### config.mk
export PLATFORM = sky130hd
export DESIGN_NAME = hostname_validator_top_flat
export DESIGN_NICKNAME = d
export VERILOG_FILES = /design/src/design/hv_pkg.sv /design/src/design/hv_in_if.sv /design/src/design/hv_out_if.sv /design/src/design/hostname_validator_top.sv /design/src/flat_wrapper.sv
export SDC_FILE = /design/constraint.sdc
export NUM_CORES = 1
export LEC_CHECK = 0
export ABC_CLOCK_PERIOD_IN_PS = 4200
export BUFFER_PORTS_ARGS = -buffer_cell sky130_fd_sc_hd__buf_2
export CAP_MARGIN = 0
export CORE_ASPECT_RATIO = 1.75
export CORE_MARGIN = 2
export CORE_UTILIZATION = 60
export DETAILED_ROUTE_END_ITERATION = 6
export PLACE_DENSITY = 0.86
export SKIP_LAST_GASP = 1
export SLEW_MARGIN = 10
export SYNTH_ARGS = -nofsm -noshare
export SYNTH_HDL_FRONTEND = slang
export SYNTH_SLANG_ARGS = --single-unit
export TNS_END_PERCENT = 10
### constraint.sdc
create_clock -name clk -period 4.2 [get_ports clk]
set_input_delay 0.21 -clock clk [delete_from_list [all_inputs] [get_ports clk]]
set_output_delay 0.21 -clock clk [all_outputs]
set_load 0.03 [all_outputs]
### src/design/hv_pkg.sv
package hv_pkg;

	// Verdict codes carried in error_code
	typedef enum logic [2:0] {
		ERR_OK        = 3'd0,
		ERR_EMPTY     = 3'd1,
		ERR_TOO_LONG  = 3'd2,
		ERR_EDGE_DOT  = 3'd3,
		ERR_BAD_CHAR  = 3'd4,
		ERR_BAD_LABEL = 3'd5
	} err_code_t;

	// Configuration register indexes
	typedef enum logic {
		CFG_MAX_TOTAL = 1'b0,
		CFG_MAX_LABEL = 1'b1
	} cfg_reg_t;

	localparam int unsigned CFG_INDEX_W = 1;
	localparam int unsigned CFG_DATA_W  = 8;
	localparam int unsigned TOTAL_LEN_W = 8;
	localparam int unsigned LABEL_LEN_W = 6;

	localparam logic [TOTAL_LEN_W-1:0] MAX_TOTAL_RST = 8'd253;
	localparam logic [LABEL_LEN_W-1:0] MAX_LABEL_RST = 6'd63;

	localparam logic [8:0] TOTAL_SAT = 9'd511;
	localparam logic [6:0] LABEL_SAT = 7'd64;
	localparam logic [2:0] DOT_SAT   = 3'd4;
	localparam logic [2:0] DOT_QUAD  = 3'd3;
	localparam logic [3:0] LH_LEN    = 4'd9;

	localparam logic [7:0] CHAR_DOT    = 8'h2E;
	localparam logic [7:0] CHAR_HYPHEN = 8'h2D;

	function automatic logic is_digit(input logic [7:0] c);
		return (c >= 8'h30) && (c <= 8'h39);
	endfunction

	function automatic logic is_alnum(input logic [7:0] c);
		return is_digit(c) || ((c >= 8'h41) && (c <= 8'h5A)) ||
			((c >= 8'h61) && (c <= 8'h7A));
	endfunction

	// Letters of "localhost" by position
	function automatic logic [7:0] lh_char(input logic [3:0] idx);
		logic [7:0] c;
		case (idx)
			4'd0:    c = 8'h6C; // l
			4'd1:    c = 8'h6F; // o
			4'd2:    c = 8'h63; // c
			4'd3:    c = 8'h61; // a
			4'd4:    c = 8'h6C; // l
			4'd5:    c = 8'h68; // h
			4'd6:    c = 8'h6F; // o
			4'd7:    c = 8'h73; // s
			4'd8:    c = 8'h74; // t
			default: c = 8'h00;
		endcase
		return c;
	endfunction

endpackage

### src/design/hv_in_if.sv
interface hv_in_if;
	logic       valid;
	logic       ready;
	logic [7:0] character;
	logic       has_char;
	logic       last;

	modport source (output valid, output character, output has_char, output last,
		input ready);
	modport sink (input valid, input character, input has_char, input last,
		output ready);
endinterface

### src/design/hv_out_if.sv
interface hv_out_if;
	logic       valid;
	logic       ready;
	logic       valid_res;
	logic [2:0] error_code;

	modport source (output valid, output valid_res, output error_code, input ready);
	modport sink (input valid, input valid_res, input error_code, output ready);
endinterface

### src/design/hostname_validator_top.sv
// Hostname validator, RFC 1123 style.
// byte_ch carries one hostname byte per transaction (character, has_char),
// with last marking the final byte of a name. A transaction with has_char
// low and last high closes a name without a byte; alone it means an empty
// name. verdict_ch carries one transaction per name: valid_res and
// error_code (ERR_OK = 0, ERR_EMPTY = 1, ERR_TOO_LONG = 2, ERR_EDGE_DOT = 3,
// ERR_BAD_CHAR = 4, ERR_BAD_LABEL = 5).
// cfg_we/cfg_index/cfg_data write max_total_length (index 0) and
// max_label_length (index 1); write them only while the block is idle.
//
// Flow: a byte taken on byte_ch sits in the input stage and is then folded into
// the name state; for a last byte the verdict goes into the output register
// instead, once that register is free, and is offered on verdict_ch from there.
// Throughput: one byte per cycle while no last byte waits on a held verdict;
// the per-byte update is counters, flags and narrow compares between the input
// stage and the state registers. Stall: while a verdict waits on verdict_ch,
// bytes that are not last keep flowing; a last byte waits in the input stage,
// and byte_ch ready stays low while it waits there.
// Reset: both limits return to 253 and 63, name state clears, both channels
// go empty.
module hostname_validator_top
	import hv_pkg::*;
(
	input  logic                   clk,
	input  logic                   arst_n,
	hv_in_if.sink                  byte_ch,
	hv_out_if.source               verdict_ch,
	input  logic                   cfg_we,
	input  logic [CFG_INDEX_W-1:0] cfg_index,
	input  logic [CFG_DATA_W-1:0]  cfg_data
);

	// Configuration registers
	logic [TOTAL_LEN_W-1:0] max_total_q;
	logic [LABEL_LEN_W-1:0] max_label_q;

	// Input stage
	logic       valid_s1;
	logic [7:0] char_s1;
	logic       has_s1;
	logic       last_s1;

	// Name state
	logic [8:0] total_q;
	logic [7:0] first_q;
	logic [7:0] prev_q;
	logic [2:0] dots_q;
	logic       digits_only_q;
	logic       chars_ok_q;
	logic [6:0] label_cnt_q;
	logic       label_fault_q;
	logic [3:0] lh_idx_q;
	logic       lh_miss_q;

	// Output register
	logic       out_valid_q;
	logic       res_ok_q;
	err_code_t  res_code_q;

	// Next values after folding the staged byte in
	logic [8:0] total_n;
	logic [7:0] first_n;
	logic [7:0] prev_n;
	logic [2:0] dots_n;
	logic       digits_only_n;
	logic       chars_ok_n;
	logic [6:0] label_cnt_n;
	logic       label_fault_n;
	logic [3:0] lh_idx_n;
	logic       lh_miss_n;
	logic       final_fault;
	err_code_t  code_n;

	logic out_free;
	logic adv_s1;
	logic take_in;

	// A verdict needs the output register; other bytes never wait on it
	assign out_free = !out_valid_q || verdict_ch.ready;
	assign adv_s1   = valid_s1 && (!last_s1 || out_free);
	assign take_in  = byte_ch.valid && byte_ch.ready;

	assign byte_ch.ready = !valid_s1 || adv_s1;

	assign verdict_ch.valid      = out_valid_q;
	assign verdict_ch.valid_res  = res_ok_q;
	assign verdict_ch.error_code = res_code_q;

	always_ff @(posedge clk or negedge arst_n) begin
		if (!arst_n) begin
			max_total_q <= MAX_TOTAL_RST;
			max_label_q <= MAX_LABEL_RST;
		end else if (cfg_we) begin
			unique case (cfg_reg_t'(cfg_index))
				CFG_MAX_TOTAL: max_total_q <= cfg_data[TOTAL_LEN_W-1:0];
				CFG_MAX_LABEL: max_label_q <= cfg_data[LABEL_LEN_W-1:0];
				default: ;
			endcase
		end
	end

	always_ff @(posedge clk or negedge arst_n) begin
		if (!arst_n) begin
			valid_s1 <= 1'b0;
		end else if (byte_ch.ready) begin
			valid_s1 <= byte_ch.valid;
		end
	end

	always_ff @(posedge clk) begin
		if (take_in) begin
			char_s1 <= byte_ch.character;
			has_s1  <= byte_ch.has_char;
			last_s1 <= byte_ch.last;
		end
	end

	// Byte update
	always_comb begin
		total_n       = total_q;
		first_n       = first_q;
		prev_n        = prev_q;
		dots_n        = dots_q;
		digits_only_n = digits_only_q;
		chars_ok_n    = chars_ok_q;
		label_cnt_n   = label_cnt_q;
		label_fault_n = label_fault_q;
		lh_idx_n      = lh_idx_q;
		lh_miss_n     = lh_miss_q;
		if (has_s1) begin
			if (total_q == 9'd0)
				first_n = char_s1;
			if (total_q != TOTAL_SAT)
				total_n = total_q + 9'd1;
			if ((lh_idx_q < LH_LEN) && (lh_char(lh_idx_q) == char_s1))
				lh_idx_n = lh_idx_q + 4'd1;
			else
				lh_miss_n = 1'b1;
			if (char_s1 == CHAR_DOT) begin
				if (dots_q != DOT_SAT)
					dots_n = dots_q + 3'd1;
				// label closes on the dot; empty labels are skipped
				if (label_cnt_q != 7'd0) begin
					if ((label_cnt_q > {1'b0, max_label_q}) || (prev_q == CHAR_HYPHEN))
						label_fault_n = 1'b1;
					label_cnt_n = 7'd0;
				end
			end else begin
				if (!is_digit(char_s1))
					digits_only_n = 1'b0;
				if (!is_alnum(char_s1) && (char_s1 != CHAR_HYPHEN))
					chars_ok_n = 1'b0;
				if ((label_cnt_q == 7'd0) && (char_s1 == CHAR_HYPHEN))
					label_fault_n = 1'b1;
				if (label_cnt_q != LABEL_SAT)
					label_cnt_n = label_cnt_q + 7'd1;
			end
			prev_n = char_s1;
		end
	end

	// Verdict, first matching check wins; the open label closes here
	always_comb begin
		final_fault = label_fault_n || ((label_cnt_n != 7'd0) &&
			((label_cnt_n > {1'b0, max_label_q}) || (prev_n == CHAR_HYPHEN)));
		if (total_n == 9'd0)
			code_n = ERR_EMPTY;
		else if (!lh_miss_n && (lh_idx_n == LH_LEN))
			code_n = ERR_OK;
		else if (digits_only_n && (dots_n == DOT_QUAD))
			code_n = ERR_OK;
		else if (total_n > {1'b0, max_total_q})
			code_n = ERR_TOO_LONG;
		else if ((first_n == CHAR_DOT) || (prev_n == CHAR_DOT))
			code_n = ERR_EDGE_DOT;
		else if (!chars_ok_n)
			code_n = ERR_BAD_CHAR;
		else if (final_fault)
			code_n = ERR_BAD_LABEL;
		else
			code_n = ERR_OK;
	end

	always_ff @(posedge clk or negedge arst_n) begin
		if (!arst_n) begin
			total_q       <= 9'd0;
			first_q       <= 8'd0;
			prev_q        <= 8'd0;
			dots_q        <= 3'd0;
			digits_only_q <= 1'b1;
			chars_ok_q    <= 1'b1;
			label_cnt_q   <= 7'd0;
			label_fault_q <= 1'b0;
			lh_idx_q      <= 4'd0;
			lh_miss_q     <= 1'b0;
		end else if (adv_s1) begin
			if (last_s1) begin
				total_q       <= 9'd0;
				first_q       <= 8'd0;
				prev_q        <= 8'd0;
				dots_q        <= 3'd0;
				digits_only_q <= 1'b1;
				chars_ok_q    <= 1'b1;
				label_cnt_q   <= 7'd0;
				label_fault_q <= 1'b0;
				lh_idx_q      <= 4'd0;
				lh_miss_q     <= 1'b0;
			end else begin
				total_q       <= total_n;
				first_q       <= first_n;
				prev_q        <= prev_n;
				dots_q        <= dots_n;
				digits_only_q <= digits_only_n;
				chars_ok_q    <= chars_ok_n;
				label_cnt_q   <= label_cnt_n;
				label_fault_q <= label_fault_n;
				lh_idx_q      <= lh_idx_n;
				lh_miss_q     <= lh_miss_n;
			end
		end
	end

	always_ff @(posedge clk or negedge arst_n) begin
		if (!arst_n) begin
			out_valid_q <= 1'b0;
		end else if (out_free) begin
			out_valid_q <= valid_s1 && last_s1;
		end
	end

	always_ff @(posedge clk) begin
		if (adv_s1 && last_s1) begin
			res_ok_q   <= (code_n == ERR_OK);
			res_code_q <= code_n;
		end
	end

	// A staged last byte with room ahead always yields a verdict
	a_verdict_issued: assert property (@(posedge clk) disable iff (!arst_n)
		(adv_s1 && last_s1) |=> out_valid_q)
		else $error("verdict not issued for last byte");

	// valid_res agrees with error_code
	a_res_consistent: assert property (@(posedge clk) disable iff (!arst_n)
		out_valid_q |-> (res_ok_q == (res_code_q == ERR_OK)))
		else $error("valid_res disagrees with error_code");

	// Name state starts over after a verdict
	a_state_cleared: assert property (@(posedge clk) disable iff (!arst_n)
		(adv_s1 && last_s1) |=> ((total_q == 9'd0) && (label_cnt_q == 7'd0) &&
			(lh_idx_q == 4'd0) && !label_fault_q))
		else $error("name state not cleared after verdict");

	// Counters stay within their saturation points
	a_counter_bounds: assert property (@(posedge clk) disable iff (!arst_n)
		(dots_q <= DOT_SAT) && (label_cnt_q <= LABEL_SAT) && (lh_idx_q <= LH_LEN))
		else $error("counter beyond saturation");

	// An empty input stage never refuses a byte
	a_ready_when_empty: assert property (@(posedge clk) disable iff (!arst_n)
		!valid_s1 |-> byte_ch.ready)
		else $error("input refused with empty stage");

endmodule

### src/flat_wrapper.sv
// flat-port wrapper written by rule: the top's interface ports become plain ports
module hostname_validator_top_flat import hv_pkg::*;
  (clk, arst_n, cfg_we, cfg_index, cfg_data, byte_ch_valid, byte_ch_character, byte_ch_has_char, byte_ch_last, byte_ch_ready, verdict_ch_valid, verdict_ch_valid_res, verdict_ch_error_code, verdict_ch_ready);
  hv_in_if byte_ch_i ();
  hv_out_if verdict_ch_i ();
  input  logic clk;
  input  logic arst_n;
  input  logic cfg_we;
  input  logic [CFG_INDEX_W-1:0] cfg_index;
  input  logic [CFG_DATA_W-1:0] cfg_data;
  input wire logic [$bits(byte_ch_i.valid)-1:0] byte_ch_valid;
  input wire logic [$bits(byte_ch_i.character)-1:0] byte_ch_character;
  input wire logic [$bits(byte_ch_i.has_char)-1:0] byte_ch_has_char;
  input wire logic [$bits(byte_ch_i.last)-1:0] byte_ch_last;
  output wire logic [$bits(byte_ch_i.ready)-1:0] byte_ch_ready;
  output wire logic [$bits(verdict_ch_i.valid)-1:0] verdict_ch_valid;
  output wire logic [$bits(verdict_ch_i.valid_res)-1:0] verdict_ch_valid_res;
  output wire logic [$bits(verdict_ch_i.error_code)-1:0] verdict_ch_error_code;
  input wire logic [$bits(verdict_ch_i.ready)-1:0] verdict_ch_ready;
  assign byte_ch_i.valid = byte_ch_valid;
  assign byte_ch_i.character = byte_ch_character;
  assign byte_ch_i.has_char = byte_ch_has_char;
  assign byte_ch_i.last = byte_ch_last;
  assign byte_ch_ready = byte_ch_i.ready;
  assign verdict_ch_valid = verdict_ch_i.valid;
  assign verdict_ch_valid_res = verdict_ch_i.valid_res;
  assign verdict_ch_error_code = verdict_ch_i.error_code;
  assign verdict_ch_i.ready = verdict_ch_ready;
  hostname_validator_top u_core (.clk(clk), .arst_n(arst_n), .byte_ch(byte_ch_i), .verdict_ch(verdict_ch_i), .cfg_we(cfg_we), .cfg_index(cfg_index), .cfg_data(cfg_data));
endmodule
# Yosys cells after proc, flatten, opt, wreduce, memory -nomap -nowiden
# Memory sizes are Yosys's and may differ from the RTL's.
# Index checks and enable logic that the tools add are counted.
word_totals:
  mem_bits_ro: 112
  memories: 1
  out_inout_bits: 6
  word_cells: 128
  input_bits: 24
  reg_bits: 73
memory_table:
  columns: ["name", "words", "word_bits", "read_ports", "rd_clocked_by_memory_dff", "wr", "line_no", "source"]
  rows:
  - ["(name not given)", 16, 7, 1, 0, 0, "hv_pkg.sv:48", "case (idx)"]
op_classes:
  order_cmp: 10
  add_sub_neg: 4
  n_bitwise: 1
  reduce_logical: 35
  eq_ne: 13
  n_mux: 45
op_table:
  columns: ["op", "count"]
  rows:
  - ["equality test 8 x 6 -> 1 bit, second input constant", 6]
  - ["two-way mux 8 bit", 6]
  - ["two-way mux 7 bit", 5]
  - ["two-way mux 3 bit", 11]
  - ["two-way mux 9 bit", 3]
  - ["zero test 9 bit", 2]
  - ["two-way mux 1 bit", 17]
  - ["greater-or-equal comparator 8 x 7 -> 1 bit, second input constant", 2]
  - ["less-or-equal comparator 8 x 7 -> 1 bit, second input constant", 2]
  - ["greater-than comparator 7 x 6 -> 1 bit", 2]
  - ["nonzero test 7 bit", 2]
  - ["logical AND 1 bit", 13]
  - ["two-way mux 4 bit", 3]
  - ["adder 9 x 1 -> 9 bit, second input constant", 1]
  - ["greater-than comparator 9 x 8 -> 1 bit", 1]
  - ["logical OR 1 bit", 9]
  - ["inequality test 9 bit, second input constant", 1]
  - ["equality test 8 bit", 1]
  - ["greater-or-equal comparator 8 x 6 -> 1 bit, second input constant", 1]
  - ["less-or-equal comparator 8 x 6 -> 1 bit, second input constant", 1]
  - ["inequality test 8 x 6 -> 1 bit, second input constant", 1]
  - ["adder 7 x 1 -> 7 bit, second input constant", 1]
  - ["zero test 7 bit", 1]
  - ["inequality test 7 bit, second input constant", 1]
  - ["other kinds (10)", 15]

# Depth between registers and ports, before layout
logic_depth:
  word_depth: 16
  mapped_depth: 15
  mapped_depth_nobuf: 15

# Worst setup path after synthesis
# OpenSTA, ideal clock, no wires.
synth_timing:
  path_kind: "flip-flop to flip-flop"
  startpoint: "register u_core.total_q[0]"
  endpoint: "register u_core.res_ok_q (netlist: u_core.verdict_ch.valid_res) (data pin)"
  setup_ns: 0.129
  stages_incl_launch_ff: 15
  slack_ns: 1.306
  n_path_buf: 0
  synth_period_minus_slack_ns: 2.894
  required_ns: 4.071
  arrival_time_ns: 2.765
  cell_sequence: "dfrtp_1 ha_1 nand4_1 o21a_1 nand2_1 xor2_1 inv_1 ha_1 a21o_1 a21oi_1 a2bb2oi_1 a31oi_1 or2_2 a211oi_1 o21a_1"
synth_between:
  elab_chain_cells: 11
  word_cells_on_any_way: 17
  cone_classes: "add/sub: 1; order compare: 1; eq/ne: 2; mux: 9; reduce/logical: 4"
synth_rtl:
  columns: ["element", "line_no", "source"]
  rows:
  - ["from (decl)", "hostname_validator_top.sv:44", "logic [8:0] total_q;"]
  - ["from (signal assigned)", "hostname_validator_top.sv:209", "total_q <= total_n;"]
  - ["parallel branches: the longest is 9 deep, another holds adder 9 x 1 -> 9 bit", null, null]
  - ["two-way mux 3 bit (*)", "hostname_validator_top.sv:166", "if (total_n == 9'd0)"]
  - ["zero test 3 bit (*)", "hostname_validator_top.sv:233", "res_ok_q <= (code_n == ERR_OK);"]
  - ["to (signal assigned)", "hostname_validator_top.sv:233", null]
  - ["to (decl)", "hostname_validator_top.sv:57", "logic res_ok_q;"]
# Every way passes the cells marked *.
# A chain may end at the register's enable or synchronous reset.

# Worst setup path in the final report
# Ends and elaborated chain as after synthesis.

==> run metrics <==
status=completed; DRC errors left=0; layout cells sized above 1=17.5%; Post-Syn Nets=516; FFs w/ async S/R, synth=80.8%; Setup-failing EPs final=0; number of hold buffers added after cts=0; Initial Util=62.1%; ys flop type=dfrtp_1; Post-CTS Resized=0; Die Height=118 um; R2R cell count=14; fin cells=573; layout net count=536; routed vias=3702; Starting DRT DRC Count=248; Yosys Warn Count=0; area share of the largest cell type after synthesis=24.5%; Levels on crit path=14; Antenna Cells=0; crit share post-route=84.1%; Total Wirelength=10.7 mm; Final Max Slew Viols=0; area leader, netlist=dfrtp_1; setup bufs post-CTS=0; Leak=0.00225 uW; setup total negative slack=0 ps; footprint of the multi-input gates=2330 um^2; delay-heaviest family, CP=compound AO/OA/AOI/OAI gates; CP Launch Type=flip-flop; clock insertion delay at the later pin of the skew report=350 ps; die area=8220 um^2; PwrDens=413 nW/um^2; CTS clock-pin slew for the worst setup and hold paths=60 ps; DRT Pass-1 Iters=5; CTS root buffer=clkbuf_16; crit path time final=3530 ps; Layout area overhead=10.9%; Critical path buffers and inverters=1; worst ir drop on vdd=0.363 mV; vias in the first global route=3681; CTS tree=built; num rows=41; largest cells by area after synthesis=dfrtp_1, edfxtp_1, dfstp_2; die width=69.4 um; post-synthesis register bit count=73; total congestion overflow=0; Rel. slew slack=47.3%; H-tree depth=3; half-perimeter wire length after placement=7.88 mm; worst min path class=in2async; worst-case clock buffer depth=2; Tightest Pin Transition=788 ps; initial antenna violation count=0; Global Route Usage Sum=27.0%; Worst Skew=9.85 ps; Worst EP required=4410 ps; Syn Std Cell Area=4490 um^2; hold_ws=13.6 ps; crit-path cells=ha_1, nand4_1, o21a_1, nand2_1, xor2_1, inv_1, ha_1, a21o_1, a21oi_1, a2bb2oi_1, a31oi_1, or2_2, a211oi_1, o21a_1; list of most frequent post-synthesis cells=dfrtp_1, nand2_1, inv_1; vias per inst=6.46; CTS sink count=73; count leader, synth=dfrtp_1; antenna-violating nets left=0; register area share after synthesis=42.6%; core area=7230 um^2; largest net degree at the start of global routing=60; endpoints failing hold=0; RSZ-0062 raised after global routing=false; placed cells=557; critical path arrival=3740 ps; # fillers=540; CP Class=reg2reg; syn avg cell area=9.73 um^2; synth unique cells=72; Sequential Area=1920 um^2; crit path max fanout=7; detailed-route wire length per cell=18.7 um; EDFF count, synth=14; I/O Buffers=29; io pins=30; TritonCTS Buffers=9; gp weighted congestion=0.890; Critical Path Sink Type=flip-flop; slowest stage delay, CP=460 ps; Max Clk Rate=283 MHz; Syn Inst Count=462; first-pass GRT wire length=17.4 mm; MaxCap Viol Count=0; slowest stage cell, crit path=dfrtp_1
final cells by class:
| cell class | instances | share of cell area, % |
|---|---|---|
| Clock buffer | 11 | 4.87 |
| Clock inverter | 5 | 1.61 |
| Inverter | 35 | 2.64 |
| Multi-Input combinational cell | 330 | 46.8 |
| Sequential cell | 73 | 38.4 |
| Tap cell | 86 | 2.16 |
| Timing Repair Buffer | 33 | 3.51 |
sequential cells by signal, summed over array words and instances, names as in the netlist, 3 cells and up:
name / cells
u_core.max_total_q: 8
u_core.label_cnt_q: 7
u_core.verdict_ch.error_code: 3
u_core.prev_q: 8
u_core.char_s1: 8
u_core.total_q: 9
u_core.first_q: 8
u_core.lh_idx_q: 4
u_core.max_label_q: 6
u_core.dots_q: 3
metal layers:
layer | up-vias | global-route usage (%) | part of all wire, %
li1 | 1738 | - | -
met1 | 1800 | 28.3 | 38
met2 | 128 | 50.0 | 55
met3 | 36 | 5.37 | 4.2
met4 | 0 | 13.4 | 3.6
met5 | - | 0 | 0
metrics by stage:
stage / setup WS [ps] / power [uW] / utilization, % / cell area [um^2]
6_report: 669 / 2060 / 68.9 / 4980
2_1_floorplan: 1310 / 1120 / - / 4490
3_3_place_gp: 963 / 1210 / 64.5 / 4660
5_1_grt: 466 / 2140 / 68.9 / 4980
3_5_place_dp: 841 / 1230 / 64.5 / 4660
4_1_cts: 731 / 2060 / 68.9 / 4980
worst paths after layout:
kind | from | end | slack, ps
max in group asynchronous | arst_n | u_core.max_total_q[1] | 3680
min | arst_n | u_core.label_cnt_q[3] | 10
max reg2reg | u_core.total_q[0] | u_core.verdict_ch.valid_res | 670
min reg2reg | u_core.lh_miss_q | u_core.lh_miss_q | 490
max | u_core.total_q[0] | u_core.verdict_ch.valid_res | 670
min in group clk | byte_ch_character[2] | u_core.char_s1[2] | 30
worst reg2reg max path: stages, from the launching register on:
cell       delay [ps]
dfrtp_1           460
ha_1              260
nand4_1           150
o21a_1            290
nand2_1           110
xor2_1            250
inv_1              80
ha_1              320
a21o_1            190
a21oi_1           150
a2bb2oi_1         220
a31oi_1           180
or2_2             340
a211oi_1          250
o21a_1            160
power breakdown:
group,total [uW],switching (uW),internal [uW]
combinational,354,206,148
sequential,875,65.0,810
clock,828,294,535
total,2060,564,1490
layout by cell type (no fill, tap or decap), types with 5 or more instances in the layout:
cell | synthesis | layout
nand4_1 | 10 | 10
xnor2_1 | 7 | 7
clkbuf_16 | 0 | 9
edfxtp_1 | 14 | 14
dfrtp_1 | 44 | 44
nand2_1 | 43 | 43
a21oi_1 | 16 | 16
o21a_1 | 5 | 5
dfstp_2 | 15 | 15
o31ai_1 | 6 | 6
and3_1 | 5 | 5
a22o_1 | 18 | 18
o22ai_1 | 6 | 6
buf_2 | 5 | 29
nand2b_1 | 9 | 9
nor3_1 | 5 | 5
nor2b_1 | 5 | 5
o21ai_0 | 30 | 30
nor4_1 | 6 | 6
mux2_2 | 9 | 9
a21o_1 | 5 | 5
inv_1 | 35 | 35
ha_1 | 30 | 30
nor2_1 | 19 | 19
nand3_1 | 12 | 12
a31oi_1 | 7 | 7
logic make-up after synthesis:
| group | after synthesis | share of synthesized area (%) |
|---|---|---|
| simple gates | 150 | 18.8 |
| compound gates | 127 | 19.7 |
| flops | 73 | 42.6 |
| mux | 13 | 3.15 |
| fa+ha+maj | 30 | 8.35 |
| buf+inv | 59 | 5.46 |
| xor+xnor | 10 | 1.95 |
Power figures use the tool's default switching activity.
